$ cat src/design/mlqs_pkg.sv
// ============================================================================
// mlqs_pkg: shared types for the multilevel queue slot scheduler
// request and result structs, operation and status codes, sequencer states
// ============================================================================
package mlqs_pkg;

    typedef enum logic [1:0] {
        MODE_ENQUEUE = 2'd0,
        MODE_REQUEST = 2'd1,
        MODE_CHARGE  = 2'd2,
        MODE_NOP     = 2'd3
    } mode_t;

    typedef enum logic [1:0] {
        ST_DONE     = 2'd0,
        ST_GRANT    = 2'd1,
        ST_EMPTY    = 2'd2,
        ST_OVERFLOW = 2'd3
    } status_t;

    typedef enum logic [2:0] {
        S_IDLE,
        S_READ,
        S_EXEC,
        S_SCAN,
        S_FETCH,
        S_GRANT
    } state_t;

    typedef struct packed {
        mode_t       mode;
        logic [7:0]  task_id;
        logic [2:0]  level;
        logic [3:0]  used_slots;
    } req_t;

    typedef struct packed {
        status_t     status;
        logic [7:0]  out_task;
        logic [2:0]  out_level;
        logic [3:0]  out_budget;
    } rsp_t;

endpackage

$ cat src/design/multilevel_queue_slot_scheduler.sv
// ============================================================================
// multilevel_queue_slot_scheduler
// multilevel ready-queue scheduler with a per-level slot budget
// ============================================================================
// A request is taken when start is high and busy is low; the block then stays
// busy until its single result goes out on rsp for one cycle, flagged by
// rsp_valid, and busy drops in that same cycle so the next request can be taken
// at the edge that ends it. The result cannot be held off. An enqueue or a
// charge reads the level's count, head and budget memories in S_READ and
// updates them in S_EXEC, which also registers the result. A request for
// the next task walks the ready flags one level per cycle, then reads the
// task memory in S_FETCH and updates the level in S_GRANT. When no level is
// ready the walk covers every level, refills the budgets and walks again,
// and the grant may then come from the second walk. There is no clearing
// pass: budgets and counts use per-level flags.
// ============================================================================
module multilevel_queue_slot_scheduler #(
    parameter int LEVELS      = 8,
    parameter int QUEUE_DEPTH = 16
) (
    input  logic            clk,
    input  logic            rst_n,
    input  logic            start,
    output logic            busy,
    input  mlqs_pkg::req_t  req,
    output logic            rsp_valid,
    output mlqs_pkg::rsp_t  rsp
);

    // widths derived from the configuration
    localparam int LW   = $clog2(LEVELS);
    localparam int BW   = $clog2(LEVELS + 1);
    localparam int CNTW = $clog2(QUEUE_DEPTH + 1);
    localparam int HW   = $clog2(QUEUE_DEPTH);
    localparam int TAW  = $clog2(LEVELS * QUEUE_DEPTH);
    localparam int SW   = (BW > 4) ? BW : 4;

    // sequencer and latched request
    mlqs_pkg::state_t state_reg, state_next;
    mlqs_pkg::req_t   req_reg;
    logic [LW-1:0]    scan_reg, scan_next;
    logic             pass_reg, pass_next;

    // per-level flags: queue not empty, budget not zero, budget written
    logic [LEVELS-1:0] nonempty_reg, nonempty_next;
    logic [LEVELS-1:0] bnz_reg, bnz_next;
    logic [LEVELS-1:0] bval_reg, bval_next;
    logic [LEVELS-1:0] ready_vec;

    // result register
    mlqs_pkg::rsp_t   rsp_reg, rsp_next;
    logic             rsp_valid_reg, rsp_valid_next;

    // memories with registered read data
    logic [CNTW-1:0]  count_mem [LEVELS];
    logic [HW-1:0]    head_mem  [LEVELS];
    logic [BW-1:0]    budget_mem[LEVELS];
    logic [7:0]       task_mem  [LEVELS * QUEUE_DEPTH];
    logic [CNTW-1:0]  count_q;
    logic [HW-1:0]    head_q;
    logic [BW-1:0]    budget_q;
    logic [7:0]       task_q;

    // memory access controls
    logic [LW-1:0]    rd_lvl;
    logic [LW-1:0]    wr_lvl;
    logic [TAW-1:0]   task_rd_addr;
    logic [TAW-1:0]   task_wr_addr;
    logic             count_we, head_we, budget_we, task_we;
    logic [CNTW-1:0]  count_wd;
    logic [HW-1:0]    head_wd;
    logic [BW-1:0]    budget_wd;

    // decode of the latched request
    logic             lvl_ok;
    logic [LW-1:0]    lvl_idx;

    // enqueue datapath
    logic [CNTW-1:0]  count_eff;
    logic             queue_full;
    logic [CNTW:0]    tail_sum;
    logic [HW-1:0]    tail_pos;

    // charge datapath
    logic [BW-1:0]    bud_cur;
    logic [SW-1:0]    bud_ext, used_ext;
    logic [BW-1:0]    bud_new;

    // grant datapath
    logic [BW-1:0]    grant_bud;
    logic [HW-1:0]    head_inc;

    assign busy      = (state_reg != mlqs_pkg::S_IDLE);
    assign rsp_valid = rsp_valid_reg;
    assign rsp       = rsp_reg;
    assign ready_vec = nonempty_reg & bnz_reg;

    assign lvl_ok  = (32'(req_reg.level) < 32'(LEVELS));
    assign lvl_idx = lvl_ok ? LW'(req_reg.level) : '0;

    // enqueue: position after the last entry, wrapping once
    assign count_eff  = nonempty_reg[lvl_idx] ? count_q : '0;
    assign queue_full = (count_eff == CNTW'(QUEUE_DEPTH));
    assign tail_sum   = (CNTW + 1)'(head_q) + (CNTW + 1)'(count_q);
    always_comb
    begin
        if (!nonempty_reg[lvl_idx])
        begin
            tail_pos = '0;
        end
        else if (tail_sum >= (CNTW + 1)'(QUEUE_DEPTH))
        begin
            tail_pos = HW'(tail_sum - (CNTW + 1)'(QUEUE_DEPTH));
        end
        else
        begin
            tail_pos = HW'(tail_sum);
        end
    end

    // charge: saturating subtract, unwritten budget reads as its reset value
    assign bud_cur  = bval_reg[lvl_idx] ? budget_q : (BW'(LEVELS) - BW'(lvl_idx));
    assign bud_ext  = SW'(bud_cur);
    assign used_ext = SW'(req_reg.used_slots);
    assign bud_new  = (bud_ext > used_ext) ? BW'(bud_ext - used_ext) : '0;

    // grant: budget of the found level and the advanced head
    assign grant_bud = bval_reg[scan_reg] ? budget_q : (BW'(LEVELS) - BW'(scan_reg));
    assign head_inc  = (head_q == HW'(QUEUE_DEPTH - 1)) ? '0 : HW'(head_q + 1'b1);

    // memory addresses: the scanned level stays selected through the fetch
    assign rd_lvl       = (state_reg == mlqs_pkg::S_SCAN ||
                           state_reg == mlqs_pkg::S_FETCH) ? scan_reg : lvl_idx;
    assign wr_lvl       = (state_reg == mlqs_pkg::S_GRANT) ? scan_reg : lvl_idx;
    assign task_rd_addr = TAW'(scan_reg) * TAW'(QUEUE_DEPTH) + TAW'(head_q);
    assign task_wr_addr = TAW'(lvl_idx) * TAW'(QUEUE_DEPTH) + TAW'(tail_pos);

    always_ff @(posedge clk)
    begin
        count_q  <= count_mem[rd_lvl];
        head_q   <= head_mem[rd_lvl];
        budget_q <= budget_mem[rd_lvl];
        task_q   <= task_mem[task_rd_addr];
        if (count_we)
        begin
            count_mem[wr_lvl] <= count_wd;
        end
        if (head_we)
        begin
            head_mem[wr_lvl] <= head_wd;
        end
        if (budget_we)
        begin
            budget_mem[wr_lvl] <= budget_wd;
        end
        if (task_we)
        begin
            task_mem[task_wr_addr] <= req_reg.task_id;
        end
    end

    // request latch, payload only
    always_ff @(posedge clk)
    begin
        if (start && !busy)
        begin
            req_reg <= req;
        end
    end

    // control registers
    always_ff @(posedge clk or negedge rst_n)
    begin
        if (!rst_n)
        begin
            state_reg     <= mlqs_pkg::S_IDLE;
            scan_reg      <= '0;
            pass_reg      <= 1'b0;
            nonempty_reg  <= '0;
            bnz_reg       <= '1;
            bval_reg      <= '0;
            rsp_valid_reg <= 1'b0;
        end
        else
        begin
            state_reg     <= state_next;
            scan_reg      <= scan_next;
            pass_reg      <= pass_next;
            nonempty_reg  <= nonempty_next;
            bnz_reg       <= bnz_next;
            bval_reg      <= bval_next;
            rsp_valid_reg <= rsp_valid_next;
        end
    end

    always_ff @(posedge clk)
    begin
        rsp_reg <= rsp_next;
    end

    // sequencer
    always_comb
    begin
        state_next     = state_reg;
        scan_next      = scan_reg;
        pass_next      = pass_reg;
        nonempty_next  = nonempty_reg;
        bnz_next       = bnz_reg;
        bval_next      = bval_reg;
        rsp_valid_next = 1'b0;
        rsp_next       = rsp_reg;
        count_we       = 1'b0;
        head_we        = 1'b0;
        budget_we      = 1'b0;
        task_we        = 1'b0;
        count_wd       = '0;
        head_wd        = '0;
        budget_wd      = '0;

        unique case (state_reg)
            mlqs_pkg::S_IDLE:
            begin
                if (start)
                begin
                    if (req.mode == mlqs_pkg::MODE_REQUEST)
                    begin
                        state_next = mlqs_pkg::S_SCAN;
                        scan_next  = '0;
                        pass_next  = 1'b0;
                    end
                    else
                    begin
                        state_next = mlqs_pkg::S_READ;
                    end
                end
            end

            // entry memories are read at the request level here
            mlqs_pkg::S_READ:
            begin
                state_next = mlqs_pkg::S_EXEC;
            end

            mlqs_pkg::S_EXEC:
            begin
                state_next     = mlqs_pkg::S_IDLE;
                rsp_valid_next = 1'b1;
                rsp_next       = '{status: mlqs_pkg::ST_DONE, out_task: '0,
                                   out_level: '0, out_budget: '0};
                case (req_reg.mode)
                    mlqs_pkg::MODE_ENQUEUE:
                    begin
                        if (!lvl_ok || queue_full)
                        begin
                            rsp_next.status = mlqs_pkg::ST_OVERFLOW;
                        end
                        else
                        begin
                            task_we  = 1'b1;
                            count_we = 1'b1;
                            count_wd = CNTW'(count_eff + 1'b1);
                            // an empty queue restarts at position zero
                            head_we  = !nonempty_reg[lvl_idx];
                            head_wd  = '0;
                            nonempty_next[lvl_idx] = 1'b1;
                        end
                    end
                    mlqs_pkg::MODE_CHARGE:
                    begin
                        if (lvl_ok)
                        begin
                            budget_we = 1'b1;
                            budget_wd = bud_new;
                            bval_next[lvl_idx] = 1'b1;
                            bnz_next[lvl_idx]  = (bud_new != '0);
                        end
                    end
                    default:
                    begin
                    end
                endcase
            end

            // one level per cycle, lowest index first
            mlqs_pkg::S_SCAN:
            begin
                if (ready_vec[scan_reg])
                begin
                    state_next = mlqs_pkg::S_FETCH;
                end
                else if (scan_reg == LW'(LEVELS - 1))
                begin
                    if (!pass_reg)
                    begin
                        // nothing ready: refill every budget and walk again
                        pass_next = 1'b1;
                        scan_next = '0;
                        bval_next = '0;
                        bnz_next  = '1;
                    end
                    else
                    begin
                        state_next     = mlqs_pkg::S_IDLE;
                        rsp_valid_next = 1'b1;
                        rsp_next       = '{status: mlqs_pkg::ST_EMPTY, out_task: '0,
                                           out_level: '0, out_budget: '0};
                    end
                end
                else
                begin
                    scan_next = scan_reg + 1'b1;
                end
            end

            // head is known, task memory is read here
            mlqs_pkg::S_FETCH:
            begin
                state_next = mlqs_pkg::S_GRANT;
            end

            mlqs_pkg::S_GRANT:
            begin
                state_next     = mlqs_pkg::S_IDLE;
                rsp_valid_next = 1'b1;
                rsp_next       = '{status: mlqs_pkg::ST_GRANT, out_task: task_q,
                                   out_level: 3'(scan_reg), out_budget: 4'(grant_bud)};
                head_we  = 1'b1;
                head_wd  = head_inc;
                count_we = 1'b1;
                count_wd = CNTW'(count_q - 1'b1);
                if (count_q == CNTW'(1))
                begin
                    nonempty_next[scan_reg] = 1'b0;
                end
            end

            default:
            begin
                state_next = mlqs_pkg::S_IDLE;
            end
        endcase
    end

`ifndef SYNTHESIS
    // a result always comes with the sequencer back at rest
    a_rsp_idle: assert property (@(posedge clk) disable iff (!rst_n)
        rsp_valid |-> (state_reg == mlqs_pkg::S_IDLE))
        else $error("result shown while sequencer busy");

    // an accepted request keeps the block busy in the next cycle
    a_accept_busy: assert property (@(posedge clk) disable iff (!rst_n)
        (start && !busy) |=> busy)
        else $error("request accepted but block not busy");

    // the level being fetched is still ready
    a_fetch_ready: assert property (@(posedge clk) disable iff (!rst_n)
        (state_reg == mlqs_pkg::S_FETCH) |->
            (nonempty_reg[scan_reg] && bnz_reg[scan_reg]))
        else $error("fetching a level that is not ready");

    // a grant step always ends in a granted result
    a_grant_rsp: assert property (@(posedge clk) disable iff (!rst_n)
        (state_reg == mlqs_pkg::S_GRANT) |=>
            (rsp_valid && (rsp.status == mlqs_pkg::ST_GRANT)))
        else $error("grant step without granted result");
`endif

endmodule
$ cat config.mk
export PLATFORM = sky130hd
export DESIGN_NAME = multilevel_queue_slot_scheduler
export DESIGN_NICKNAME = d
export VERILOG_FILES = /design/src/design/mlqs_pkg.sv /design/src/design/multilevel_queue_slot_scheduler.sv
export SDC_FILE = /design/constraint.sdc
export NUM_CORES = 1
export LEC_CHECK = 0
export BUFFER_PORTS_ARGS = -buffer_cell sky130_fd_sc_hd__buf_4
export CELL_PAD_IN_SITES_DETAIL_PLACEMENT = 1
export CELL_PAD_IN_SITES_GLOBAL_PLACEMENT = 2
export CORE_MARGIN = 2
export CORE_UTILIZATION = 44
export CTS_CLUSTER_DIAMETER = 50
export DETAILED_ROUTE_END_ITERATION = 12
export PLACE_DENSITY = 0.81
export SYNTH_ARGS = -nofsm -noshare
export SYNTH_HDL_FRONTEND = slang
export SYNTH_SLANG_ARGS = --single-unit
$ cat constraint.sdc
create_clock -name clk -period 3.6 [get_ports clk]
set_input_delay 0.36 -clock clk [delete_from_list [all_inputs] [get_ports clk]]
set_output_delay 0.36 -clock clk [all_outputs]
set_load 0.01 [all_outputs]
==> out/qor_table.md, run 1 <==
| Step | Parameter | Reported |
|---|---|---|
| outcome | Result of the run | finished clean |
| critical path | Arr. time, crit path | 4.06 ns |
| synth | Ys flop type | edfxtp_1 |
| synth | Share of synthesized area occupied by flip-flops and latches | 74.9% |
| global routing | Overflow left after global routing | 0 |
| floorplanning | Starting density of the core | 44.3% |
| critical path | Critical Path Source | lvl_idx[0]$_DFFE_PP_ |
| synth | Number of synthesized register bits | 1215 |
| sta | Relative slew slack | 9.17% |
| final layout | Max FFs per register | 1024 |
| floorplanning | Floorplan die width | 335 µm |
| synth | Syn Nets | 2637 |
| sta | Peak clock frequency supported by timing | 0.283 GHz |
| route | Post-DR vias/cell | 5.99 |
| sta | Number of max-slew violations in the final report | 0 |
| critical path | Critical path type | reg2reg |
| sta | Sum of negative setup slack | 0 ns |
| synth | Number of distinct library cells after synthesis | 64 |
| synth | Post-synth EDFFs | 1162 |
| placed design | Area after DPL | 0.0524 mm² |
| sta | Slew @ Worst Pin | 1.36 ns |
| final layout | Most used cells in the layout excluding fill and tap cells | edfxtp_1, buf_4, mux2i_1, nor2_1, mux4_2 |
| final layout | Top flop regs | task_mem (1024), count_mem (40) |
| placed design | Count of buffers inserted at the top-level ports | 38 |
| clock tree | Root buffer cell | clkbuf_16 |
| sta | Worst setup skew after layout | 0.0240 ns |
| critical path | Worst R2R Start | lvl_idx[0]$_DFFE_PP_ |
| route | DRT Pass-1 Iters | 5 |
| placed design | HPWL Detailed | 89700 µm |
| global routing | First-pass GRT wire length | 202000 µm |
| clock tree | CTS H-tree lvls | 4 |
| power | Power Density | 709 mW/mm² |
| synth | Share of flip-flops with an asynchronous set or reset after synthesis | 2.63% |
| route | Initial DRC Count | 2702 |
| global routing | Vias in the first global route | 28734 |
| global routing | Pin count of the biggest net entering global routing | 129 |
| route | Antenna Nets Post-Route | 0 |
| synth | Synthesized area divided by synthesized cell count | 18.6 µm² |
| final layout | Commonest non-fill, non-tap cell in the layout | edfxtp_1 |
| power | Static leakage power | 0.0190 µW |
| power | Worst voltage drop across the vdd grid | 0.495 mV |
| clock tree | Number of buffers inserted during clock tree synthesis | 140 |
| final layout | Top reg by flops | task_mem |
| final layout | Final Net Count | 3014 |
| sta | Setup violation total in the final timing report | 0 |
| critical path | Required time of the critical path | 4.13 ns |
| clock tree | Clock slew at the register clock pins of the worst setup and hold paths | 0.06 ns |
| final layout | Area growth, synth to finish | 18.6% |
| synth | Syn Std Cell Area | 0.0482 mm² |
| hold path | Class of the worst hold path | in2async |
| floorplanning | Standard-cell row count | 121 |
| route | Total vias in the final route | 26952 |
| global routing | Number of antenna violations at the first check in global routing | 8 |
| run | Max capacitance violation total | 0 |
| synth | Gate count after technology mapping | 2599 |
| final layout | Share of cells above drive strength 1 | 26.1% |
| sta | Final Hold Violating Endpoints | 0 |
| critical path | Crit path max fanout | 8 |
| floorplanning | Count of boundary I/O pins | 39 |
| sta | Post-route fraction of the period consumed by the critical path | 98.0% |
| clock tree | Insertion delay to the later sink of the worst-skew pair | 0.76 ns |
| sta | Fin crit period | 3.53 ns |
| placed design | Final weighted congestion in routability-driven placement | 0.890 |
| critical path | Worst Setup End Kind | register |
| global routing | Total global routing track utilization | 25.0% |
| floorplanning | Height of the die | 335 µm |
| clock tree | Max Root-Sink Buffers | 3 |
| critical path | Startpoint kind of the worst setup timing path | register |
| floorplanning | Core region area | 0.109 mm² |
| clock tree | Number of sinks on the clock net | 1215 |
| route | Final wirelength | 139000 µm |
| clock tree | CTS tree | built |
| final layout | Area of all placed cells without fillers | 0.0572 mm² |
| synth | Synth warnings | 0 |
| route | Remaining DRCs | 0 |
| route | Per-cell routed wire length | 30.9 µm |
| floorplanning | Area enclosed by the die boundary | 0.112 mm² |
==> cell type report <==
class | count | area, µm²
diodes | 3 | 7.51
clock buffers | 169 | 3750
clock inverters | 76 | 785
fillers | 9797 | 51600
inverters | 24 | 92.6
multi-input cells | 1225 | 11400
flip-flops and latches | 1215 | 36100
well taps | 1414 | 1770
repair buffers | 370 | 3290
==> final timing paths <==
check                                                   to  slack, ns  depth (start not counted)
max in group asynchronous           bnz_reg[4]$_DFFE_PN1P_       3.12                          2
worst min-delay path                  pass_reg$_DFFE_PN0P_       0.11                          2
worst max-delay path            budget_mem[0][2]$_DFFE_PP_       0.07                         14
worst max register to register  budget_mem[0][2]$_DFFE_PP_       0.07                         14
min in group clk                     req_reg[12]$_DFFE_PP_       0.34                          2
worst min register to register      bnz_reg[2]$_DFFE_PN1P_       0.51                          2
==> synthesized netlist by cell type (10+ instances only) <==
cell type,instances,share of area [%]
a21oi_1,59,0.61
a22o_1,13,0.24
a22oi_1,71,1.1
a31oi_1,11,0.14
and2_1,15,0.19
buf_1,14,0.11
buf_2,36,0.37
buf_4,26,0.40
buf_6,11,0.26
clkbuf_1,47,0.37
dfrtp_1,24,1.2
dfxtp_1,21,0.87
edfxtp_1,1162,72
ha_1,16,0.42
inv_1,22,0.17
mux2_2,19,0.44
mux2i_1,300,6.2
mux4_2,175,8.2
nand2_1,98,0.76
nand3_1,43,0.45
nand4_1,10,0.13
nor2_1,193,1.5
nor2b_1,12,0.16
nor3_1,15,0.16
o21a_1,10,0.16
o21ai_0,30,0.31
o22ai_1,38,0.49
==> layer usage <==
layer,track usage [%],up-vias,routed length [µm]
met1,33.0,14259,55100
li1,-,11211,-
met5,0,-,51
met4,10.5,8,5960
met3,5.56,295,10900
met2,40.4,1179,67000
==> stage by stage <==
stage          hold slack [ns]  util, %  power [µW]  instances  setup WS, ns
2_1_floorplan           0.0644        -       22500       2599         0.129
3_3_place_gp             0.327     48.1       26300       4227        -0.589
3_5_place_dp             0.336     48.1       26600       4228       0.00239
4_1_cts                 0.0760     52.5       40600       4492        0.0172
5_1_grt                  0.126     52.5       41700       4493       -0.0113
6_report                 0.108     52.6       40500       4496        0.0718
==> kinds of logic after synthesis <==
logic type,share of synthesized area [%]
flops,74.9
compound gates,3.72
fa+ha+maj,0.498
simple gates,4.03
mux,15.0
buf+inv,1.74
xor+xnor,0.145
==> critical path: stages, from the launching register on <==
cell and delay (ns):
edfxtp_1 0.47, mux2i_1 0.24, nor2_1 0.07, a31oi_1 0.15, nor2_1 0.05, a221o_1 0.31
buf_4 0.17, mux2_2 0.31, ha_4 0.31, nor2b_2 0.17, o21a_1 0.12, nor2_1 0.05
or2_2 0.31, a41o_4 0.28, nor3_4 0.30
==> report_power, final <==
group | switching, µW | leakage [µW] | internal [µW]
clock | 5740 | 0.00221 | 8260
combinational | 5750 | 0.00579 | 3590
sequential | 621 | 0.0110 | 16600
==> repair_timing <==
item / CTS / global route
hold endpoints to repair: 50 / 0
endpoints found under the setup margin: 35 / 102
pin swaps: 0 / 4
setup buffers: 0 / 1
gates resized for setup: 5 / 13
hold buffers: 19 / 0
Note: power is estimated with default switching activity, not from simulation.
==> run 2, diff against run 1 <==
--- a/config.mk
+++ b/config.mk
@@ -8,6 +8,7 @@
 export BUFFER_PORTS_ARGS = -buffer_cell sky130_fd_sc_hd__buf_4
 export CELL_PAD_IN_SITES_DETAIL_PLACEMENT = 1
 export CELL_PAD_IN_SITES_GLOBAL_PLACEMENT = 2
+export CORE_ASPECT_RATIO = 0.8
 export CORE_MARGIN = 2
 export CORE_UTILIZATION = 44
 export CTS_CLUSTER_DIAMETER = 50
==> run 2 against run 1 <==
Fmax shrank 0.22%. Clock power is 9% lower. Worst hold slack improved by 0.054 ns. Largest power group unchanged. Via count barely moved. First-iteration DRC count increased by 21%. Design area is 0.98% lower. Clock-buffer cell count is 26 lower. Wire length down 0.83%. Highest routed layer is now met4. Core utilization down 0.42 points. Clock skew is 0.026 ns higher. Total power decreased by 3.2%. Sequential share of layout area rose by 0.63 points.
==> out/qor_table.md, run 2 (same netlist as run 1, synthesis figures left out) <==
| Step | Parameter | Reported | Delta |
|---|---|---|---|
| sta | Slew @ Worst Pin | 1.00 ns | was 1.36 ns |
| final layout | Commonest non-fill, non-tap cell in the layout | edfxtp_1 | unchanged |
| power | Fraction of power consumed by combinational cells | 23.8% | was 23.0% |
| clock tree | Clock slew at the register clock pins of the worst setup and hold paths | 0.06 ns | about the same |
| floorplanning | Floorplan die width | 374 µm | was 335 µm |
| sta | Fin crit period | 3.54 ns | was 3.53 ns |
| sta | Post-route fraction of the period consumed by the critical path | 98.2% | was 98.0% |
| power | Power Density | 693 mW/mm² | was 709 mW/mm² |
| floorplanning | Area enclosed by the die boundary | 0.112 mm² | about the same |
| sta | Setup violation total in the final timing report | 0 | unchanged |
| route | Per-cell routed wire length | 30.6 µm | was 30.9 µm |
| floorplanning | Core region area | 0.109 mm² | about the same |
| floorplanning | Count of boundary I/O pins | 39 | unchanged |
| final layout | Top reg by flops | task_mem | unchanged |
| critical path | Startpoint kind of the worst setup timing path | register | unchanged |
| clock tree | CTS H-tree lvls | 3 | was 4 |
| route | Initial DRC Count | 3268 | was 2702 |
| route | Total routed wire length on the met1 layer | 58100 µm | was 55100 µm |
| critical path | Required time of the critical path | 4.05 ns | was 4.13 ns |
| final layout | Max FFs per register | 1024 | unchanged |
| sta | Final Hold Violating Endpoints | 0 | unchanged |
| global routing | Total global routing track utilization | 24.6% | was 25.0% |
| critical path | Worst Setup End Kind | register | unchanged |
| final layout | Filler cells | 9998 | was 9797 |
| floorplanning | Starting density of the core | 44.4% | was 44.3% |
| clock tree | Root buffer cell | clkbuf_16 | unchanged |
| placed design | HPWL Detailed | 90300 µm | was 89700 µm |
| critical path | Crit path max fanout | 13 | was 8 |
| clock tree | CTS tree | built | unchanged |
| power | Clock power share | 32.6% | was 34.5% |
| outcome | Result of the run | finished clean | unchanged |
| global routing | First-pass GRT wire length | 200000 µm | was 202000 µm |
| power | Sw frac | 29.8% | was 29.9% |
| route | Post-DR vias/cell | 5.97 | was 5.99 |
| final layout | End-of-flow core utilization | 52.1% | was 52.6% |
| route | Highest metal layer with signal wires | met4 | was met5 |
| final layout | Most used cells in the layout excluding fill and tap cells | edfxtp_1, buf_4, mux2i_1, nor2_1, mux4_2 | unchanged |
| route | Routed wl met2 | 64300 µm | was 67000 µm |
| hold path | Class of the worst hold path | in2async | unchanged |
| power | Net switching power figure | 11700 µW | was 12100 µW |
| global routing | Number of antenna violations at the first check in global routing | 3 | was 8 |
| placed design | Count of buffers inserted at the top-level ports | 38 | unchanged |
| sta | Peak clock frequency supported by timing | 0.283 GHz | about the same |
| critical path | Arr. time, crit path | 3.98 ns | was 4.06 ns |
| route | Met3 routed WL | 11700 µm | was 10900 µm |
| clock tree | Number of sinks on the clock net | 1215 | unchanged |
| clock tree | Insertion delay to the later sink of the worst-skew pair | 0.74 ns | was 0.76 ns |
| placed design | Final weighted congestion in routability-driven placement | 0.867 | was 0.890 |
| floorplanning | Height of the die | 300 µm | was 335 µm |
| power | Cell internal pwr | 27500 µW | was 28400 µW |
| final layout | Top flop regs | task_mem (1024), count_mem (40) | unchanged |
| route | Remaining DRCs | 0 | unchanged |
| route | Antenna Nets Post-Route | 0 | unchanged |
| power | Worst voltage drop across the vdd grid | 0.485 mV | was 0.495 mV |
| route | Final wirelength | 138000 µm | was 139000 µm |
| floorplanning | Standard-cell row count | 108 | was 121 |
| clock tree | Number of buffers inserted during clock tree synthesis | 120 | was 140 |
| clock tree | Total setup buffers inserted after CTS | 0 | unchanged |
| power | Static leakage power | 0.0187 µW | was 0.0190 µW |
| final layout | Area growth, synth to finish | 17.4% | was 18.6% |
| critical path | Critical path type | reg2reg | unchanged |
| clock tree | Max Root-Sink Buffers | 3 | unchanged |
| sta | Sum of negative setup slack | 0 ns | unchanged |
| global routing | Overflow left after global routing | 0 | unchanged |
| final layout | Share of cells above drive strength 1 | 25.7% | was 26.1% |
| final layout | Final Net Count | 3010 | was 3014 |
| global routing | Pin count of the biggest net entering global routing | 129 | unchanged |
| global routing | Vias in the first global route | 28186 | was 28734 |
| sta | Number of max-slew violations in the final report | 0 | unchanged |
| power | Part of the total power dissipated in sequential elements | 43.7% | was 42.4% |
| run | Max capacitance violation total | 0 | unchanged |
| sta | Worst setup skew after layout | 0.0497 ns | was 0.0240 ns |
| route | DRT Pass-1 Iters | 5 | unchanged |
| sta | Relative slew slack | 31.4% | was 9.17% |
| route | Total vias in the final route | 26926 | was 26952 |
## run 2: repair_timing
| action | CTS | global route |
|---|---|---|
| pin swaps | 0 | 1 |
| hold buffers | 19 | 0 |
| endpoints found under the setup margin | 20 | 267 |
| gates cloned | 0 | 0 |
| resized for setup | 3 | 11 |
| endpoints found under the hold margin | 50 | 0 |
## run 2: worst paths after layout
| check | from | to | slack (ns) | cells after the start |
|---|---|---|---|---|
| max | lvl_idx[0]$_DFFE_PP_ | task_mem[41][4]$_DFFE_PP_ | 0.06 | 13 |
| min | rst_n | pass_reg$_DFFE_PN0P_ | 0.16 | 2 |
| max reg2reg | lvl_idx[0]$_DFFE_PP_ | task_mem[41][4]$_DFFE_PP_ | 0.06 | 13 |
| min reg2reg | bnz_reg[7]$_DFFE_PN1P_ | bnz_reg[7]$_DFFE_PN1P_ | 0.50 | 2 |
| max in group asynchronous | rst_n | bnz_reg[2]$_DFFE_PN1P_ | 3.10 | 2 |
| min in group clk | req[11] | req_reg[11]$_DFFE_PP_ | 0.35 | 2 |
## run 2: metrics by stage
| stage | power, µW | cell area, µm² | worst slack [ns] | hold WS (ns) | cells |
|---|---|---|---|---|---|
| final | 39200 | 56600 | 0.0639 | 0.162 | 4507 |
| after CTS | 39300 | 56600 | 0.0317 | 0.102 | 4505 |
| after detailed placement | 26600 | 52400 | -0.0808 | 0.335 | 4261 |
| after global routing | 40400 | 56600 | -0.00154 | 0.178 | 4505 |
| after floorplan | 22500 | 48200 | 0.129 | 0.0644 | 2599 |
| after global placement | 26200 | 52400 | 0.0502 | 0.329 | 4261 |
## run 2: layer usage
| metal | global-route usage, % | up-vias |
|---|---|---|
| li1 | - | 11203 |
| met1 | 34.9 | 14307 |
| met2 | 38.6 | 1186 |
| met3 | 5.31 | 230 |
| met4 | 6.80 | 0 |
| met5 | 0 | - |
## run 2: final cells by class
class,instances,area (µm²),area share [%]
inverters,24,92.6,0.163
diodes,2,5.00,0.00884
flip-flops and latches,1215,36100,63.8
well taps,1430,1790,3.16
clock buffers,143,3170,5.60
clock inverters,82,851,1.50
repair buffers,386,3250,5.73
multi-input cells,1225,11400,20.0
## run 2: worst max-delay path, cell delays in order, from the launching register on
cell and delay [ns]:
edfxtp_1 0.46, buf_4 0.24, mux2i_1 0.14, mux4_2 0.56, nand2b_1 0.21, ha_1 0.21, nand3_1 0.14, nand2_1 0.11
nor2_2 0.19, buf_4 0.16, nand4_1 0.13, buf_4 0.28, nor2_1 0.23, buf_4 0.21
## run 2: power groups by stage
stage | clock, µW | sequential [µW] | combinational (µW)
after floorplan | 0 | 17400 | 5050
after global routing | 13400 | 17200 | 9770
final | 12800 | 17100 | 9330
after CTS | 13000 | 17100 | 9230
after detailed placement | 0 | 17400 | 9170
after global placement | 0 | 17400 | 8880
